===== config.mk =====
export PLATFORM = sky130hd
export DESIGN_NAME = stable_priority_ring_queue_top
export DESIGN_NICKNAME = d
export VERILOG_FILES = /design/src/rtl/spq_pkg.sv /design/src/rtl/spq_cell.sv /design/src/rtl/stable_priority_ring_queue_top.sv
export SDC_FILE = /design/constraint.sdc
export NUM_CORES = 1
export LEC_CHECK = 0
export ABC_AREA = 1
export BUFFER_PORTS_ARGS = -buffer_cell sky130_fd_sc_hd__buf_2
export CAP_MARGIN = 20
export CORE_ASPECT_RATIO = 1.2
export CORE_MARGIN = 2
export CORE_UTILIZATION = 40
export CTS_BUF_LIST = sky130_fd_sc_hd__clkbuf_2 sky130_fd_sc_hd__clkbuf_4 sky130_fd_sc_hd__clkbuf_8
export CTS_CLUSTER_DIAMETER = 200
export DETAILED_ROUTE_END_ITERATION = 8
export PLACE_DENSITY_LB_ADDON = 0.15
export SLEW_MARGIN = 20
export SYNTH_ARGS = -nofsm -noshare
export SYNTH_HDL_FRONTEND = slang
export SYNTH_SLANG_ARGS = --single-unit

===== constraint.sdc =====
create_clock -name i_clk -period 9.8 [get_ports i_clk]
set_clock_uncertainty 0.05 [all_clocks]
set_input_delay 1.47 -clock i_clk [delete_from_list [all_inputs] [get_ports i_clk]]
set_output_delay 1.47 -clock i_clk [all_outputs]
set_load 0.05 [all_outputs]

===== src/rtl/spq_pkg.sv =====
// shared types and constants for the stable priority ring queue
`timescale 1ns / 1ps

package spq_pkg;

    localparam int QUEUE_DEPTH  = 16;
    localparam int PAYLOAD_BITS = 32;
    localparam int CLS_BITS     = 2;

    typedef logic [CLS_BITS-1:0]     t_cls;
    typedef logic [PAYLOAD_BITS-1:0] t_pay;

    typedef enum logic [1:0] {
        ST_DONE  = 2'd0,
        ST_FULL  = 2'd1,
        ST_EMPTY = 2'd2
    } t_status;

    typedef enum logic {
        MODE_INSERT = 1'b0,
        MODE_REMOVE = 1'b1
    } t_mode;

    // contents of one cell
    typedef struct packed {
        logic vld;
        t_cls cls;
        t_pay pay;
    } t_slot;

    // per-cycle command broadcast to every cell
    typedef struct packed {
        logic ins;
        logic rem;
        t_cls cls;
        t_pay pay;
    } t_cell_ctl;

endpackage


===== src/rtl/spq_cell.sv =====
// one queue cell: holds a record, shifts toward tail on insert, toward head on remove
`timescale 1ns / 1ps

module spq_cell (
    input  logic              i_clk,
    input  logic              i_rst_n,
    input  spq_pkg::t_cell_ctl i_ctl,
    input  spq_pkg::t_slot    i_left,
    input  logic              i_left_gt,
    input  spq_pkg::t_slot    i_right,
    output spq_pkg::t_slot    o_slot,
    output logic              o_gt
);
    import spq_pkg::*;

    logic r_vld;
    t_cls r_cls;
    t_pay r_pay;
    t_slot n_slot;

    // new record belongs here or nearer the head when this cell is empty or of a later class
    assign o_gt   = !r_vld || (r_cls > i_ctl.cls);
    assign o_slot = '{vld: r_vld, cls: r_cls, pay: r_pay};

    always_comb begin
        n_slot = o_slot;
        if (i_ctl.rem) begin
            n_slot = i_right;
        end else if (i_ctl.ins) begin
            if (i_left_gt) begin
                n_slot = i_left;
            end else if (o_gt) begin
                n_slot = '{vld: 1'b1, cls: i_ctl.cls, pay: i_ctl.pay};
            end
        end
    end

    always_ff @(posedge i_clk) begin
        if (!i_rst_n) begin
            r_vld <= 1'b0;
        end else begin
            r_vld <= n_slot.vld;
        end
        r_cls <= n_slot.cls;
        r_pay <= n_slot.pay;
    end

endmodule


===== src/rtl/stable_priority_ring_queue_top.sv =====
// top level of the stable priority queue built as a row of shifting cells
`timescale 1ns / 1ps
//
// channel | direction | handshake                | payload
// --------+-----------+--------------------------+------------------------------------
// in      | input     | i_in_valid / o_in_stall  | i_mode, i_priority_req, i_payload
// out     | output    | o_out_valid / i_out_stall| o_status, o_out_priority, o_out_payload
//
// one transaction per clock: every cell compares its class with the new one in
// parallel, so an insert or a remove finishes in the cycle it is accepted
// the result sits in an output register and appears the cycle after acceptance
// the input stalls only while that register holds a result the sink is stalling
// synchronous active-low reset empties every cell; no clearing pass is needed
//
module stable_priority_ring_queue_top (
    input  logic        i_clk,
    input  logic        i_rst_n,
    input  logic        i_in_valid,
    output logic        o_in_stall,
    input  logic        i_mode,
    input  logic [1:0]  i_priority_req,
    input  logic [31:0] i_payload,
    output logic        o_out_valid,
    input  logic        i_out_stall,
    output logic [1:0]  o_status,
    output logic [1:0]  o_out_priority,
    output logic [31:0] o_out_payload
);
    import spq_pkg::*;

    // cell 0 is the head; occupied cells are contiguous and sorted by class,
    // arrival order kept inside a class
    t_slot     w_slot  [QUEUE_DEPTH];
    logic      w_gt    [QUEUE_DEPTH];
    t_slot     w_left  [QUEUE_DEPTH];
    logic      w_lgt   [QUEUE_DEPTH];
    t_slot     w_right [QUEUE_DEPTH];
    t_cell_ctl w_ctl;

    logic w_accept;
    logic w_full;
    logic w_empty;

    logic    r_out_valid;
    t_status r_status;
    t_cls    r_out_cls;
    t_pay    r_out_pay;
    t_status n_status;
    t_cls    n_out_cls;
    t_pay    n_out_pay;

    assign o_in_stall = r_out_valid && i_out_stall;
    assign w_accept   = i_in_valid && !o_in_stall;
    assign w_full     = w_slot[QUEUE_DEPTH-1].vld;
    assign w_empty    = !w_slot[0].vld;

    // command to the cells: only a transaction that changes the queue moves them
    always_comb begin
        w_ctl.ins = w_accept && (t_mode'(i_mode) == MODE_INSERT) && !w_full;
        w_ctl.rem = w_accept && (t_mode'(i_mode) == MODE_REMOVE) && !w_empty;
        w_ctl.cls = i_priority_req;
        w_ctl.pay = t_pay'(i_payload);
    end

    // neighbor wiring; the ends see an empty slot and no insert from outside
    always_comb begin
        for (int i = 0; i < QUEUE_DEPTH; i++) begin
            if (i == 0) begin
                w_left[i] = '0;
                w_lgt[i]  = 1'b0;
            end else begin
                w_left[i] = w_slot[i-1];
                w_lgt[i]  = w_gt[i-1];
            end
            if (i == QUEUE_DEPTH - 1) begin
                w_right[i] = '0;
            end else begin
                w_right[i] = w_slot[i+1];
            end
        end
    end

    for (genvar g = 0; g < QUEUE_DEPTH; g++) begin : g_cell
        spq_cell u_cell (
            .i_clk     (i_clk),
            .i_rst_n   (i_rst_n),
            .i_ctl     (w_ctl),
            .i_left    (w_left[g]),
            .i_left_gt (w_lgt[g]),
            .i_right   (w_right[g]),
            .o_slot    (w_slot[g]),
            .o_gt      (w_gt[g])
        );
    end

    // result of the accepted transaction
    always_comb begin
        n_status  = ST_DONE;
        n_out_cls = '0;
        n_out_pay = '0;
        if (t_mode'(i_mode) == MODE_INSERT) begin
            if (w_full) begin
                n_status = ST_FULL;
            end
        end else if (w_empty) begin
            n_status = ST_EMPTY;
        end else begin
            n_out_cls = w_slot[0].cls;
            n_out_pay = w_slot[0].pay;
        end
    end

    always_ff @(posedge i_clk) begin
        if (!i_rst_n) begin
            r_out_valid <= 1'b0;
        end else if (w_accept) begin
            r_out_valid <= 1'b1;
        end else if (!i_out_stall) begin
            r_out_valid <= 1'b0;
        end
        if (w_accept) begin
            r_status  <= n_status;
            r_out_cls <= n_out_cls;
            r_out_pay <= n_out_pay;
        end
    end

    assign o_out_valid    = r_out_valid;
    assign o_status       = r_status;
    assign o_out_priority = r_out_cls;
    assign o_out_payload  = 32'(r_out_pay);

endmodule

Word level (Yosys, flattened, before mapping)
Cells that the tools add are included.
Widths: inputs -> output; s select.
- output and inout port bits: 38
- bits in registers: 597
- magnitude comparators: 16
- reductions and logical operators: 74
- multiplexer cells: 66
- bitwise gates (word level): 2
- equal/unequal tests: 1
- operators by type and width (cell ; number):
    $mux 35 ; 61
    $reduce_bool 3->1 ; 14
    $reduce_and 2->1 ; 17
    $gt 2x2->1 ; 16
    $logic_not 1->1 ; 17
    $logic_or 1x1->1 ; 16
    $logic_and 1x1->1 ; 6
    $reduce_bool 2->1 ; 3
    $mux 2 ; 2
    $mux 1 ; 3
    $ne 2x1->1 const B ; 1
    $not 1->1 ; 2
    $reduce_or 2->1 ; 1

Depth between registers and ports, before layout
Gate-level depths: netlist of run 1.
- depth in word-level cells: 7
- depth in mapped cells: 12
- depth with buffers taken out: 12

Cells and area by module
From an unflattened synthesis of run 1, not the netlist that was laid out.
- cell total of the unflattened synthesis: 3468
- area total of the unflattened synthesis: 31032.3 µm²
- by module, submodules not included (module ; cells each ; area an instance (µm²) ; times used):
    spq_cell ; 209 ; 1848.0 ; 16
    stable_priority_ring_queue_top ; 124 ; 1463.9 ; 1

Least setup slack after synthesis of run 1
Ideal clock, no wire load.
- path type: input to register
- start point: in i_priority_req[1]
- end point: reg g_cell[13].u_cell.r_cls[0], enable pin
- stages on the path: 8
- path slack: 4.743 ns
- data arrival time: 4.570 ns
- path buffers: 1
- library setup time: 0.437 ns
- path through: inv_1 ha_1 nand2_1 nand2_1 nand2_1 clkinv_1 clkbuf_1 a21oi_1
- longest elaborated chain between the ends: 4
- elaborated cells on any way between the ends: 6
- classes of those cells: order compare: 2; reduce/logical: 4
- ends and longest elaborated chain (item ; line ; text):
    start, declared ; stable_priority_ring_queue_top.sv:21 ; input logic [1:0] i_priority_req,
    $gt 2x2->1 ; spq_cell.sv:22 ; assign o_gt = !r_vld || (r_cls > i_ctl.cls);
    $logic_or 1x1->1 ; spq_cell.sv:22 ;
    $reduce_bool 3->1 (no line) (*) ; n/a ;
    $reduce_and 2->1 (no line) (*) ; n/a ;
    end signal, assigned ; spq_cell.sv:44 ; r_cls <= n_slot.cls;
    end, declared ; spq_cell.sv:17 ; t_cls r_cls;
Every way passes the cells marked *; elsewhere a longest branch is shown, timed or not.
A chain may end at the register's enable or synchronous reset.

Worst setup path after layout of run 1
- start point: in i_mode
- end point: reg g_cell[14].u_cell.r_pay[7], enable pin
- longest elaborated chain between the ends: 5
- elaborated cells on any way between the ends: 8
- classes of those cells: bitwise: 1; reduce/logical: 7
- ends and longest elaborated chain (item ; line ; text):
    start, declared ; stable_priority_ring_queue_top.sv:20 ; input logic i_mode,
    $not 1->1 ; n/a ;
    $logic_and 1x1->1 (2 in a row) ; stable_priority_ring_queue_top.sv:59 ; w_ctl.ins = w_accept && (t_mode'(i_mode) == MODE_INSERT) && !w_full;
    $reduce_bool 2->1 (no line) ; n/a ;
    $reduce_and 2->1 (no line) (*) ; n/a ;
    end signal, assigned ; spq_cell.sv:45 ; r_pay <= n_slot.pay;
    end, declared ; spq_cell.sv:18 ; t_pay r_pay;
Marks and branches as above.

==> metrics.cfg, run 1 <==
[outcome]
outcome = finished clean

[clock_tree]
cts_tree = yes
clk_latency_ns = 0.71
postCtsHoldBufs = 0
cts_buffers = 99
htreeDepth = 3
clk_pin_slew_ns = 0.06
ctsLongestPathBuffers = 3
post_cts_buffers = 0
cts.sinks = 597
cts_resized = 0
cts-root-buf = clkbuf_8

[sta]
worst_pin_slew_ns = 1.029
max_slew_margin = 0.3140
hold_ws_ns = 0.4890
hold_viol_final = 0
fin_crit_sh = 0.4372
drv_slew = 0
worst_slack_ns = 5.516
rsz0062_at_grt = no
post-route-min-period_ns = 4.284
setup_viol = 0
timing.fmax_mhz = 233.4
fin_tns_setup_ns = 0

[detailed_routing]
first_iter_violations = 2774
wl_mm = 82.55
route.met2.wl_mm = 36.63
wl_met3_mm = 5.122
highest_layer = met4
drt-met1-wl_mm = 39.31
vias = 24140
viasPerCell = 5.183
avgRoutedWirePerCell_um = 17.73
first_pass_iters = 8
drcViolationCount = 0
ant_nets = 0

[hold_path]
hold_path.class = flop to flop
min-delay-start = g_cell[14].u_cell.r_vld

[floorplanning]
initial_core_util = 0.4027
num_io_pins = 77
die_y_um = 307.5
die_area_um2 = 79000
core_um2 = 76250
num_rows = 111
die_w_um = 256.9

[setup_path]
timing.rr.start = g_cell[0].u_cell.r_vld
required_ns = 10.08
path_delay_family = simple AND/OR/NAND/NOR gates
cp-start-kind = primary input
crit_fanout = 198
slowest_stage = nor2_4
startpoint = i_mode
cp-end-kind = flop
worst_ep_arrival_time_ns = 4.56
path_class = primary input to flop
crit_buf_inv = 3
cpPeakStageDelay_ns = 0.90
path_cells = buf_2 -> nand2_2 -> nor2_4 -> buf_12 -> nor2_1 -> a31oi_4 -> buf_4

[placement]
hpwl_mm = 53.21
place_inst = 4467
dp_slack_ns = 4.753
gp_congestion = 0.7873
port_buffers = 76

[global_routing]
antenna_found_initial = 5
grt_pass1_wl_mm = 130.9
grt_max_degree = 237
grt.total_usage = 0.2070
overflow = 0
grt_pass1_vias = 22570

[cells_and_area]
fin_cells = 4657
nNetsFinal = 3623
regArea_um2 = 17420
area_delta_synth_final_pct = 9.735
n_fill_cell = 7485
drive_gt1_frac = 0.08528
multi_input_area_um2 = 10940
finish.utilization = 0.4419

[synthesis]
syn_area_per_cell_um2 = 8.529
yosysUniqueCellTypes = 26
ys_seq_elements = 597
syn_nets = 3669
synth_area_um2 = 30700
yosysWarnings = 0
synthCells = 3600
synth_seq_area_share = 0.5672

[power_and_ir_drop]
pwr_density_cell_nw_per_um2 = 205.4
ir_drop_uv = 102.7
p_leak_nw = 13.92

[flow_run]
drv_cap = 0

metrics by stage:
stage          power, mW  area [um2]
2_1_floorplan      4.336       30700
3_3_place_gp       4.704       31620
3_5_place_dp       4.726       31620
4_1_cts            6.978       33600
5_1_grt            7.298       33690
6_report           6.921       33690
synth_stat cells (all sizes together):
cell type     n  area, um2
or2           1      6.260
clkbuf      186      698.2
edfxtp      546      16400
o21bai        2      15.01
nand3b        1      7.510
a21oi        48      240.2
buf          90      506.7
a21boi        1      7.510
nand2      1063       3995
dfxtp        51       1021
clkinv        4      15.01
inv         316       1186
nand3       216       1094
ha           30      375.4
o21ai       374       1872
a31oi       265       1658
nor2        373       1405
o22ai        33      206.5
report_power, final:
part	internal [mW]	switching [mW]	total, mW
Combinational	0.371	0.832	1.20
Sequential	3.31	0.180	3.49
Clock	1.21	1.02	2.23
Total	4.88	2.04	6.92
tightest hold or removal path: stages, from the launching register on:
cell	delay [ns]
dfxtp_1	0.35
nand2_1	0.09
a21oi_1	0.06
final cells by class:
type / instances / area share
Inverter: 320 / 0.03565
Sequential cell: 597 / 0.5169
Clock inverter: 22 / 0.002748
Timing Repair Buffer: 129 / 0.02599
Tap cell: 1017 / 0.03777
Antenna cell: 5 / 0.0003713
Clock buffer: 160 / 0.05589
Multi-Input combinational cell: 2407 / 0.3247
kinds of logic after synthesis:
group / share of synthesized area
and+or+nand+nor: 0.2119
AOI/OAI and AO/OA: 0.1302
DFF: 0.5672
buffers and inverters: 0.07836
adders and majority gates: 0.01222
worst paths after layout:
path                                                   end  cells after the start  slack (ns)
worst max-delay path            g_cell[14].u_cell.r_pay[7]                      7        5.52
worst min-delay path               g_cell[15].u_cell.r_vld                      2        0.49
worst max register to register  g_cell[14].u_cell.r_pay[7]                      6        5.84
worst min register to register     g_cell[15].u_cell.r_vld                      2        0.49
sequential cells by signal (all words and copies together), names as in the netlist:
name                 count
g_cell.u_cell.r_cls     32
g_cell.u_cell.r_pay    512
g_cell.u_cell.r_vld     16
o_out_payload           32
o_out_priority           2
o_out_valid              1
o_status                 2
cell usage in the layout (no fill, tap or decap):
cell,instances
nand2_1,1057
or2_2,1
nand3b_1,1
clkinv_2,4
buf_16,3
edfxtp_1,546
nand2_2,6
a31oi_4,1
buf_4,47
clkbuf_8,109
buf_12,3
nor2_4,2
a31oi_1,264
a21boi_0,1
o21bai_1,2
clkbuf_4,51
o22ai_1,33
nor2_1,371
clkinv_1,21
inv_6,1
nand3_1,215
buf_2,76
a21oi_4,2
nand3_4,1
dfxtp_1,51
diode_2,5
ha_1,30
a21oi_1,46
inv_2,3
inv_1,313
o21ai_1,3
o21ai_0,371
routing by layer:
layer	vias up	GRT usage
met3	100	0.02930
li1	12050	-
met2	825	0.3192
met4	0	0.06395
met5	-	0
met1	11160	0.3014
No activity file was read; power rests on OpenSTA's default activity.
==> inputs of run 2 (changes only) <==
==> constraint.sdc (replaced) <==
create_clock -name i_clk -period 3.7 [get_ports i_clk]
set_clock_uncertainty 0.05 [all_clocks]
set_input_delay 0.555 -clock i_clk [delete_from_list [all_inputs] [get_ports i_clk]]
set_output_delay 0.555 -clock i_clk [all_outputs]
set_load 0.05 [all_outputs]
==> run 2 against run 1 <==
Compared with the run above:
- first-iteration DRC count down 20%
- power grew to 2.6 times the previous value
- register-to-register slack lost 4.8 ns
- wire length shrank 2.3%
- global-route usage decreased by 0.43 points
- flip-flop and latch count is the same
- critical path depth is 5 higher
==> metrics.cfg, run 2 (synthesis results as in run 1) <==
[outcome]
outcome = finished clean  ; unchanged

[clock_tree]
ctsLongestPathBuffers = 3  ; unchanged
clk_latency_ns = 0.72  ; was 0.71 ns
cts_tree = yes  ; unchanged
cts_resized = 0  ; unchanged
cts.sinks = 597  ; unchanged
htreeDepth = 3  ; unchanged
clk_pin_slew_ns = 0.06  ; about the same
cts-root-buf = clkbuf_8  ; unchanged
postCtsHoldBufs = 0  ; unchanged
cts_buffers = 98  ; was 99
post_cts_buffers = 0  ; unchanged

[floorplanning]
die_area_um2 = 79000  ; unchanged
die_y_um = 307.5  ; unchanged
initial_core_util = 0.4027  ; unchanged
die_w_um = 256.9  ; unchanged
core_um2 = 76250  ; unchanged
num_io_pins = 77  ; unchanged
num_rows = 111  ; unchanged

[power_and_ir_drop]
internal_power_mw = 12.85  ; was 4.884 mW
pwr-share-seq = 0.509  ; was 0.504
p_clk_frac = 0.316  ; was 0.323
p_sw_mw = 5.321  ; was 2.037 mW
combPwrFrac = 0.175  ; was 0.174
pwr_density_cell_nw_per_um2 = 537.5  ; was 205.4 nW/um2
p_leak_nw = 13.96  ; was 13.92 nW
ir_drop_uv = 220.2  ; was 102.7 uV
power_mw = 18.17  ; was 6.921 mW
swShare = 0.2928  ; was 0.2943

[setup_path]
r2r_slack_ns = 1.07  ; was 5.84 ns
path_class = primary input to flop  ; unchanged
required_ns = 4.20  ; was 10.08 ns
cp-end-kind = flop  ; unchanged
cp-start-kind = primary input  ; unchanged
slowest_stage = clkinv_1  ; was nor2_4
reg2reg_depth = 9  ; was 6
crit_fanout = 34  ; was 198
timing.rr.start = g_cell[15].u_cell.r_vld  ; was g_cell[0].u_cell.r_vld
cpPeakStageDelay_ns = 0.76  ; was 0.90 ns
path_cells = buf_2 -> inv_1 -> buf_4 -> ha_1 -> nand2_1 -> nand2_1 -> nand2_1 -> nand2_1 -> clkinv_1 -> nand2_1 -> nand3_1 -> o21ai_0  ; was buf_2 -> nand2_2 -> nor2_4 -> buf_12 -> nor2_1 -> a31oi_4 -> buf_4
worst_ep_arrival_time_ns = 3.15  ; was 4.56 ns
r2r-end = g_cell[12].u_cell.r_pay[12]  ; was g_cell[14].u_cell.r_pay[7]
timing.critical_path.mode_cell = nand2_1

[cells_and_area]
most-common-layout-cells = nand2_1, edfxtp_1, nor2_1, o21ai_0, inv_1  ; unchanged
finish.utilization = 0.4434  ; was 0.4419
fin_cells = 4660  ; was 4657
multi_input_area_um2 = 10940  ; about the same
nNetsFinal = 3633  ; was 3623
final_common_cell = nand2_1  ; unchanged
fin_area_um2 = 33810  ; was 33690 um2
largest_reg_flops = 512  ; unchanged
top_register = g_cell.u_cell.r_pay  ; unchanged
drive_gt1_frac = 0.08626  ; was 0.08528
regArea_um2 = 17420  ; unchanged
n_fill_cell = 7499  ; was 7485
area_delta_synth_final_pct = 10.11  ; was 9.735%

[sta]
hold_ws_ns = 0.1039  ; was 0.4890 ns
fin_crit_sh = 0.7149
worst_pin_slew_ns = 0.9862  ; was 1.029 ns
max_slew_margin = 0.3385  ; was 0.3140
hold_viol_final = 0  ; unchanged
rsz0062_at_grt = no  ; unchanged
timing.fmax_mhz = 378.1
drv_slew = 0  ; unchanged
worst_slack_ns = 1.055  ; was 5.516 ns
fin_tns_setup_ns = 0  ; unchanged
setup_viol = 0  ; unchanged
post-route-min-period_ns = 2.645

[placement]
place_inst = 4479  ; was 4467
dp_slack_ns = 0.2164  ; was 4.753 ns
placed_area_um2 = 31850  ; was 31620 um2
gp_congestion = 0.7915  ; was 0.7873
hpwl_mm = 53.62  ; was 53.21 mm
port_buffers = 76  ; unchanged

[detailed_routing]
wl_mm = 80.62  ; was 82.55 mm
viasPerCell = 5.137  ; was 5.183
drcViolationCount = 0  ; unchanged
first_iter_violations = 2206  ; was 2774
vias = 23940  ; was 24140
ant_nets = 0  ; unchanged
avgRoutedWirePerCell_um = 17.30  ; was 17.73 um
first_pass_iters = 5  ; was 8

[hold_path]
holdPathStages = 2  ; unchanged
hold_path.class = primary input to flop  ; was flop to flop
min_to = o_status[0]  ; was g_cell[15].u_cell.r_vld
min-delay-start = i_mode  ; was g_cell[14].u_cell.r_vld

[global_routing]
antenna_found_initial = 3  ; was 5
grt_pass1_wl_mm = 128.8  ; was 130.9 mm
grt_pass1_vias = 22380  ; was 22570
grt.total_usage = 0.2026  ; was 0.2070
overflow = 0  ; unchanged
grt_max_degree = 211  ; was 237

[flow_run]
drv_cap = 0  ; unchanged

## run 2: power by group through the flow
stage | sequential [mW] | combinational, mW | clock [mW]
3_5_place_dp | 9.36 | 3.16 | 0
6_report | 9.24 | 3.18 | 5.75
3_3_place_gp | 9.34 | 3.12 | 0
2_1_floorplan | 9.28 | 2.20 | 0
5_1_grt | 9.35 | 3.64 | 6.21
4_1_cts | 9.23 | 3.18 | 5.93
## run 2: area by class of cell
cell class	count	share of cell area
diodes	3	0.0002221
well taps	1017	0.03764
flip-flops and latches	597	0.5152
inverters	320	0.03553
clock buffers	156	0.05370
repair buffers	140	0.03175
clock inverters	20	0.002480
multi-input cells	2407	0.3235
## run 2: metal layers
layer	share of wire	up-vias	track usage
li1	-	12070	-
met1	0.49	11000	0.3021
met2	0.43	794	0.3067
met3	0.063	81	0.02765
met4	0.017	0	0.05895
met5	0	-	0
## run 2: worst max-delay path: cells and delay by family
family                     cells  cell delay [ns]
AOI/OAI and AO/OA              1             0.10
adders and majority gates      1             0.30
buffers and inverters          4             1.57
and+or+nand+nor                6             0.60
## run 2: worst max path at each step
stage | from | to | depth (start not counted)
global placement | i_priority_req[1] | g_cell[9].u_cell.r_pay[21] | 12
finish | i_priority_req[1] | g_cell[7].u_cell.r_pay[14] | 12
global route | i_priority_req[1] | g_cell[7].u_cell.r_pay[1] | 12
detailed placement | i_priority_req[1] | g_cell[9].u_cell.r_pay[27] | 12
CTS | i_priority_req[1] | g_cell[9].u_cell.r_pay[29] | 12
floorplan | i_priority_req[1] | g_cell[13].u_cell.r_cls[0] | 8
